## src/sv/bdcw_pkg.sv

```systemverilog
`timescale 1ns / 1ps

package bdcw_pkg;

   localparam int HDR_LEN = 54;
   localparam logic [12:0] MAX_DIM = 13'd4096;

   localparam logic [1:0] REG_SRC_WIDTH  = 2'd0;
   localparam logic [1:0] REG_SRC_HEIGHT = 2'd1;
   localparam logic [1:0] REG_PIX_FMT    = 2'd2;

   localparam logic [1:0] FMT_RGB565 = 2'd0;
   localparam logic [1:0] FMT_BGRX   = 2'd1;

   localparam logic [5:0] IDX_PIX_B    = 6'd54;
   localparam logic [5:0] IDX_PIX_R    = 6'd56;
   localparam logic [5:0] IDX_PIX_END  = 6'd57;

   typedef struct packed {
      logic        hdr;
      logic        kept;
      logic        empty;
      logic        row_end;
      logic        frame_end;
      logic [1:0]  pad;
      logic [11:0] new_w;
      logic [11:0] new_h;
      logic [7:0]  b;
      logic [7:0]  g;
      logic [7:0]  r;
   } job_type;

   function automatic logic [7:0] hdr_byte(input logic [5:0] idx, input logic [31:0] fsize,
                                           input logic [31:0] width, input logic [31:0] height);
      logic [7:0] v;
      v = 8'd0;
      case (idx)
         6'd0:    v = 8'h42;
         6'd1:    v = 8'h4D;
         6'd2:    v = fsize[7:0];
         6'd3:    v = fsize[15:8];
         6'd4:    v = fsize[23:16];
         6'd5:    v = fsize[31:24];
         6'd10:   v = 8'd54;
         6'd14:   v = 8'd40;
         6'd18:   v = width[7:0];
         6'd19:   v = width[15:8];
         6'd20:   v = width[23:16];
         6'd21:   v = width[31:24];
         6'd22:   v = height[7:0];
         6'd23:   v = height[15:8];
         6'd24:   v = height[23:16];
         6'd25:   v = height[31:24];
         6'd26:   v = 8'd1;
         6'd28:   v = 8'd24;
         default: v = 8'd0;
      endcase
      return v;
   endfunction

endpackage

```

## src/sv/bdcw_emit.sv

```systemverilog
`timescale 1ns / 1ps

module bdcw_emit (
   input  logic             clock,
   input  logic             reset,
   input  logic             job_load,
   input  bdcw_pkg::job_type job,
   output logic             job_free,
   output logic             rsp_tvalid,
   input  logic             rsp_tready,
   output logic [7:0]       rsp_tdata,  // out_byte
   output logic             rsp_tlast,  // run_last
   output logic             rsp_tuser   // file_last
);
   import bdcw_pkg::*;

   job_type     job_ff;
   logic        job_valid_ff;
   logic [5:0]  idx_ff;
   logic        rsp_valid_ff;
   logic [7:0]  data_ff;
   logic        last_ff;
   logic        flast_ff;

   logic        advance;
   logic [5:0]  end_idx;
   logic        last;
   logic        flast;
   logic [13:0] row_bytes;
   logic [31:0] fsize;
   logic [31:0] width32;
   logic [31:0] neg_h32;
   logic [7:0]  byte_in;

   assign advance = job_valid_ff && (!rsp_valid_ff || rsp_tready);
   assign end_idx = job_ff.kept ?
                    (IDX_PIX_END + (job_ff.row_end ? {4'd0, job_ff.pad} : 6'd0)) : IDX_PIX_B;
   assign last    = (idx_ff == end_idx - 6'd1);
   assign flast   = last && (job_ff.kept ? job_ff.frame_end : job_ff.empty);
   assign job_free = !job_valid_ff || (advance && last);

   assign row_bytes = {1'b0, job_ff.new_w, 1'b0} + {2'b00, job_ff.new_w}
                      + {12'd0, job_ff.pad};
   assign fsize     = 32'(HDR_LEN) + ({18'd0, row_bytes} * {20'd0, job_ff.new_h});
   assign width32   = {20'd0, job_ff.new_w};
   assign neg_h32   = 32'd0 - {20'd0, job_ff.new_h};

   always_comb begin
      if (idx_ff < IDX_PIX_B) begin
         byte_in = hdr_byte(idx_ff, fsize, width32, neg_h32);
      end else if (idx_ff == IDX_PIX_B) begin
         byte_in = job_ff.b;
      end else if (idx_ff < IDX_PIX_R) begin
         byte_in = job_ff.g;
      end else if (idx_ff == IDX_PIX_R) begin
         byte_in = job_ff.r;
      end else begin
         byte_in = 8'd0;
      end
   end

   always_ff @(posedge clock) begin
      if (reset) begin
         job_valid_ff <= 1'b0;
         idx_ff       <= 6'd0;
      end else if (job_load && job_free) begin
         job_valid_ff <= 1'b1;
         idx_ff       <= job.hdr ? 6'd0 : IDX_PIX_B;
      end else if (advance && last) begin
         job_valid_ff <= 1'b0;
      end else if (advance) begin
         idx_ff <= idx_ff + 6'd1;
      end
   end

   always_ff @(posedge clock) begin
      if (job_load && job_free) begin
         job_ff <= job;
      end
   end

   always_ff @(posedge clock) begin
      if (reset) begin
         rsp_valid_ff <= 1'b0;
      end else if (advance) begin
         rsp_valid_ff <= 1'b1;
      end else if (rsp_tready) begin
         rsp_valid_ff <= 1'b0;
      end
   end

   always_ff @(posedge clock) begin
      if (advance) begin
         data_ff  <= byte_in;
         last_ff  <= last;
         flast_ff <= flast;
      end
   end

   assign rsp_tvalid = rsp_valid_ff;
   assign rsp_tdata  = data_ff;
   assign rsp_tlast  = last_ff;
   assign rsp_tuser  = flast_ff;

endmodule

```

## src/sv/bmp_downscale_capture_writer_core.sv

```systemverilog
`timescale 1ns / 1ps
// A taken pixel is stored in the job register; its bytes then pass through the output register.
// Throughput: one byte per cycle while rsp_tready is high; pixels that yield nothing are taken
// one per cycle while the emitter is free. A kept pixel's three to six bytes, or up to 60 with
// the header, hold the input. The rate is set by the single byte-wide output register.
// Reset (synchronous) restores the register defaults and restarts the frame with a new header.

module bmp_downscale_capture_writer_core (
   input  logic        clock,
   input  logic        reset,
   input  logic        req_tvalid,
   output logic        req_tready,
   input  logic [31:0] req_tdata,   // pixel_word
   output logic        rsp_tvalid,
   input  logic        rsp_tready,
   output logic [7:0]  rsp_tdata,   // out_byte
   output logic        rsp_tlast,   // run_last
   output logic        rsp_tuser,   // file_last
   input  logic        csr_psel,
   input  logic        csr_penable,
   input  logic        csr_pwrite,
   input  logic [3:0]  csr_paddr,
   input  logic [31:0] csr_pwdata,
   output logic [31:0] csr_prdata,
   output logic        csr_pready
);
   import bdcw_pkg::*;

   logic [12:0] src_width_ff;
   logic [12:0] src_height_ff;
   logic [1:0]  pixel_format_ff;
   logic [11:0] column_count_ff;
   logic [11:0] row_count_ff;
   logic        header_done_ff;

   logic [11:0] column_count_in;
   logic [11:0] row_count_in;
   logic        header_done_in;

   logic        csr_write;
   logic [12:0] w_cl;
   logic [12:0] h_cl;
   logic [11:0] new_w;
   logic [11:0] new_h;
   logic        empty;
   logic        kept;
   logic        col_wrap;
   logic        row_wrap;
   logic        accept;
   logic        job_load;
   logic        job_free;
   job_type     job;

   assign csr_pready = 1'b1;
   assign csr_write  = csr_psel && csr_penable && csr_pwrite && csr_pready;

   always_ff @(posedge clock) begin
      if (reset) begin
         src_width_ff    <= 13'd800;
         src_height_ff   <= 13'd480;
         pixel_format_ff <= FMT_BGRX;
      end else if (csr_write) begin
         case (csr_paddr[3:2])
            REG_SRC_WIDTH:  src_width_ff    <= csr_pwdata[12:0];
            REG_SRC_HEIGHT: src_height_ff   <= csr_pwdata[12:0];
            REG_PIX_FMT:    pixel_format_ff <= csr_pwdata[1:0];
            default: ;
         endcase
      end
   end

   always_comb begin
      case (csr_paddr[3:2])
         REG_SRC_WIDTH:  csr_prdata = {19'd0, src_width_ff};
         REG_SRC_HEIGHT: csr_prdata = {19'd0, src_height_ff};
         REG_PIX_FMT:    csr_prdata = {30'd0, pixel_format_ff};
         default:        csr_prdata = 32'd0;
      endcase
   end

   assign w_cl = (src_width_ff == 13'd0) ? 13'd1 :
                 ((src_width_ff > MAX_DIM) ? MAX_DIM : src_width_ff);
   assign h_cl = (src_height_ff == 13'd0) ? 13'd1 :
                 ((src_height_ff > MAX_DIM) ? MAX_DIM : src_height_ff);
   assign new_w = w_cl[12:1];
   assign new_h = h_cl[12:1];
   assign empty = (new_w == 12'd0) || (new_h == 12'd0);

   assign kept = !empty && !column_count_ff[0] && !row_count_ff[0]
                 && ({1'b0, column_count_ff[11:1]} < new_w)
                 && ({1'b0, row_count_ff[11:1]} < new_h);

   always_comb begin
      job           = '0;
      job.hdr       = !header_done_ff;
      job.kept      = kept;
      job.empty     = empty;
      job.row_end   = ({1'b0, column_count_ff[11:1]} == new_w - 12'd1);
      job.frame_end = job.row_end && ({1'b0, row_count_ff[11:1]} == new_h - 12'd1);
      job.pad       = new_w[1:0];
      job.new_w     = new_w;
      job.new_h     = new_h;
      case (pixel_format_ff)
         FMT_BGRX: begin
            job.b = req_tdata[7:0];
            job.g = req_tdata[15:8];
            job.r = req_tdata[23:16];
         end
         FMT_RGB565: begin
            job.b = {req_tdata[4:0], 3'd0};
            job.g = {req_tdata[10:5], 2'd0};
            job.r = {req_tdata[15:11], 3'd0};
         end
         default: begin
            job.b = 8'd0;
            job.g = 8'd0;
            job.r = 8'd0;
         end
      endcase
   end

   assign req_tready = job_free;
   assign accept     = req_tvalid && req_tready;
   assign job_load   = accept && (!header_done_ff || kept);

   assign col_wrap = ({1'b0, column_count_ff} + 13'd1) >= w_cl;
   assign row_wrap = ({1'b0, row_count_ff} + 13'd1) >= h_cl;

   always_comb begin
      column_count_in = column_count_ff;
      row_count_in    = row_count_ff;
      header_done_in  = header_done_ff;
      if (accept) begin
         header_done_in = 1'b1;
         if (col_wrap) begin
            column_count_in = 12'd0;
            if (row_wrap) begin
               row_count_in   = 12'd0;
               header_done_in = 1'b0;
            end else begin
               row_count_in = row_count_ff + 12'd1;
            end
         end else begin
            column_count_in = column_count_ff + 12'd1;
         end
      end
   end

   always_ff @(posedge clock) begin
      if (reset) begin
         column_count_ff <= 12'd0;
         row_count_ff    <= 12'd0;
         header_done_ff  <= 1'b0;
      end else begin
         column_count_ff <= column_count_in;
         row_count_ff    <= row_count_in;
         header_done_ff  <= header_done_in;
      end
   end

   bdcw_emit u_emit (
      .clock      (clock),
      .reset      (reset),
      .job_load   (job_load),
      .job        (job),
      .job_free   (job_free),
      .rsp_tvalid (rsp_tvalid),
      .rsp_tready (rsp_tready),
      .rsp_tdata  (rsp_tdata),
      .rsp_tlast  (rsp_tlast),
      .rsp_tuser  (rsp_tuser)
   );

endmodule

```

## config.mk

```make
export PLATFORM = sky130hd
export DESIGN_NAME = bmp_downscale_capture_writer_core
export DESIGN_NICKNAME = d
export VERILOG_FILES = /design/src/sv/bdcw_pkg.sv /design/src/sv/bdcw_emit.sv /design/src/sv/bmp_downscale_capture_writer_core.sv
export SDC_FILE = /design/constraint.sdc
export NUM_CORES = 1
export LEC_CHECK = 0
export ABC_AREA = 1
export BUFFER_PORTS_ARGS = -buffer_cell sky130_fd_sc_hd__buf_2
export CAP_MARGIN = 15
export CORE_UTILIZATION = 50
export CTS_CLUSTER_SIZE = 16
export DETAILED_ROUTE_END_ITERATION = 8
export GPL_TIMING_DRIVEN = 0
export PLACE_DENSITY_LB_ADDON = 0.05
export SLEW_MARGIN = 20
export SYNTH_ARGS = -nofsm -noshare
export SYNTH_HDL_FRONTEND = slang
export SYNTH_SLANG_ARGS = --single-unit
export TNS_END_PERCENT = 1
```

## constraint.sdc

```tcl
create_clock -name clock -period 6.8 [get_ports clock]
set_input_delay 0.68 -clock clock [delete_from_list [all_inputs] [get_ports clock]]
set_output_delay 0.68 -clock clock [all_outputs]
set_load 0.01 [all_outputs]
```

==> flow_summary.toml <==
[detailed_routing]
drc = 0
wl_per_cell_um = 16.51
drt-pass1-iter-count = 5
routed_wl_mm = 40.38
routed_via_density = 5.242
ant_nets = 0
drt-initial-drc-count = 805
vias = 12820

[die]
start_util_pct = 51.24
rows = 61
die_y_um = 171.2
die_w_um = 171.2
io_pins = 120
coreArea_um2 = 27930
dieArea_um2 = 29310

[synth]
synth_area_leaders = "fa_1 (16%), ha_1 (13%), edfxtp_1 (13%), inv_1 (9.4%), nand2_1 (8.7%)"
syn_area_per_cell_um2 = 7.530
synth_edf_count = 62
ys_types = 55
yosysSeqAreaShare_pct = 21.54
synth_seq_cells = 123
synth_top_area_share_pct = 15.80
syn_area_um2 = 14310
synthFlopType = "edfxtp_1"
yosysTopAreaCell = "fa_1"
yosysWarnings = 0
synthCells = 1901
async_flop_share_pct = 0

[outcome]
status = "complete, no violations"

[worst_setup_path]
crit_top_cell = "ha_4"
path_class = "reg -> reg"
reg2reg_depth = 32
max_stage_delay_ps = 540
critical_path_arrival_ps = 6960
crit_required_ps = 6960
crit_path_start_kind = "register"
crit_slowest_cell = "fa_1"
end_kind = "register"
critPathMaxFanout = 4

[sta]
rsz0062_at_grt = "true"
max_freq_ghz = 0.1471
slew_violations = 0
postLayoutSetupSlackWorst_ps = 0.2145
setup_violations = 0
finalHoldViolCount = 0
clock_skew_ps = 11.67
fin_crit_sh_pct = 100.0
tightest_slew_ps = 845.9
holdWs_ps = 492.0
relSlewSlack_pct = 43.17
min_period_ps = 6800

[layout]
nNetsFinal = 2397
stdcell_area_um2 = 16860
multi_input_area_um2 = 10170
mostFrequentLayoutCell = "inv_1"
drive_gt1_share_pct = 15.81
diodes = 0
nFillCells = 2665
area_growth_pct = 17.81
stdcell_count = 2446
final_cell_mix = "inv_1 (340), nand2_1 (314), nor2_1 (222), ha_1 (133), fa_1 (105)"
regArea_um2 = 3083

[placed_design]
dpl.hpwl_mm = 32.55
place_ws_ps = -1096
io_buffers = 70
dp.cells = 2369
placed_area_um2 = 15240
place.gp.congestion = 0.9678

[cts]
cts_root_buffer = "clkbuf_16"
clockBufferDepth = 2
htree_levels = 4
clk_latency_ps = 420
cts_sinks = 123
clk_pin_slew_worst_paths_ps = 60
tritoncts = "done"
cts_buffers = 17

[global_route]
grt_max_degree = 34
grt_overflow = 0
antenna_found_initial = 0
grt_pass1_vias = 12630
grt_pass1_wl_mm = 64.06
globalRouteTotalUtil_pct = 28.32

[job]
drv_cap = 0

[min_path]
min_path_cells = 2
hp-class = "reg -> reg"
-- worst max-delay path: cells and delay by family (launching register included) --
family / cells / cell delay (ps)
simple gates: 7 / 810
xor+xnor: 1 / 290
buf+inv: 9 / 820
compound gates: 7 / 1040
fa+ha+maj: 8 / 3130
flops: 1 / 430
-- through the flow --
step                util (%)  TNS (ps)
floorplan                  -         0
global placement       54.43     -6118
global route           60.36     -1439
finish                 60.36         0
CTS                    59.42    -16.32
detailed placement     54.56     -6394
-- cells in the mapped netlist, types with 3 or more instances --
| library cell | count |
|---|---|
| a211oi_1 | 14 |
| clkbuf_1 | 30 |
| nor3_1 | 22 |
| inv_2 | 8 |
| a31oi_1 | 3 |
| a22o_1 | 5 |
| buf_4 | 21 |
| a221oi_1 | 3 |
| nor4_1 | 4 |
| o21ai_1 | 3 |
| clkinv_1 | 6 |
| o211ai_1 | 25 |
| nor2_1 | 229 |
| or2_2 | 12 |
| nor2_2 | 3 |
| fa_1 | 113 |
| o21a_1 | 7 |
| o22ai_1 | 18 |
| nand3_1 | 87 |
| nand4_1 | 19 |
| buf_6 | 6 |
| buf_2 | 4 |
| or2_1 | 3 |
| edfxtp_1 | 62 |
| dfxtp_1 | 61 |
| ha_1 | 154 |
| a21boi_0 | 7 |
| xor2_1 | 49 |
| inv_1 | 360 |
| xnor2_1 | 8 |
| o21ai_0 | 95 |
| nand2_2 | 3 |
| nand2_4 | 3 |
| nand2_1 | 330 |
| a21oi_1 | 96 |
-- cell type report --
cell class	instances	area share [%]
Timing Repair Buffer	117	4.474
Clock inverter	15	1.024
Inverter	375	8.437
Tap cell	378	2.805
Buffer	61	2.159
Sequential cell	123	18.28
Clock buffer	17	2.523
Multi-Input combinational cell	1360	60.30
-- layer usage --
| metal | vias up | wire (um) | GRT usage [%] |
|---|---|---|---|
| met3 | 86 | 1649 | 3.543 |
| met5 | - | 0 | 0 |
| li1 | 6369 | - | - |
| met4 | 0 | 1391 | 11.72 |
| met1 | 6035 | 16740 | 32.98 |
| met2 | 332 | 20600 | 52.17 |
-- path summary, 6_finish.rpt --
kind,to,slack [ps],start
setup / recovery,u_emit.rsp_tdata[0],0.2,u_emit.job_ff[40]
hold / removal,u_emit.rsp_tvalid,490,u_emit.rsp_tvalid
setup reg to reg,u_emit.rsp_tdata[0],0.2,u_emit.job_ff[40]
hold reg to reg,u_emit.rsp_tvalid,490,u_emit.rsp_tvalid
-- flip-flops by register name, summed over array words and instances (netlist names) --
name / flops
header_done_ff: 1
src_height_ff: 13
u_emit.rsp_tuser: 1
row_count_ff: 12
u_emit.job_ff: 52
u_emit.idx_ff: 6
src_width_ff: 13
u_emit.rsp_tlast: 1
column_count_ff: 12
u_emit.rsp_tdata: 8
u_emit.rsp_tvalid: 1
u_emit.job_valid_ff: 1
pixel_format_ff: 2
-- kinds of logic (layout without fill, tap and decap cells) --
| logic type | count (synthesis) | in the layout | synth area share, % |
|---|---|---|---|
| buf+inv | 436 | 585 | 12.35 |
| xor+xnor | 58 | 58 | 3.601 |
| fa+ha+maj | 267 | 267 | 29.27 |
| other cells | 2 | 20 | 0.05247 |
| flops | 123 | 123 | 21.54 |
| compound gates | 293 | 293 | 12.09 |
| simple gates | 722 | 722 | 21.10 |
-- repair_timing --
item,CTS,global route
setup buffers,33,13
resized for setup,110,50
hold buffers,0,0
setup endpoints to repair,8,8
pin swaps,62,59
Power is not shown: default switching activity piles up to over one toggle a cycle in this logic, so the estimate is an artifact.
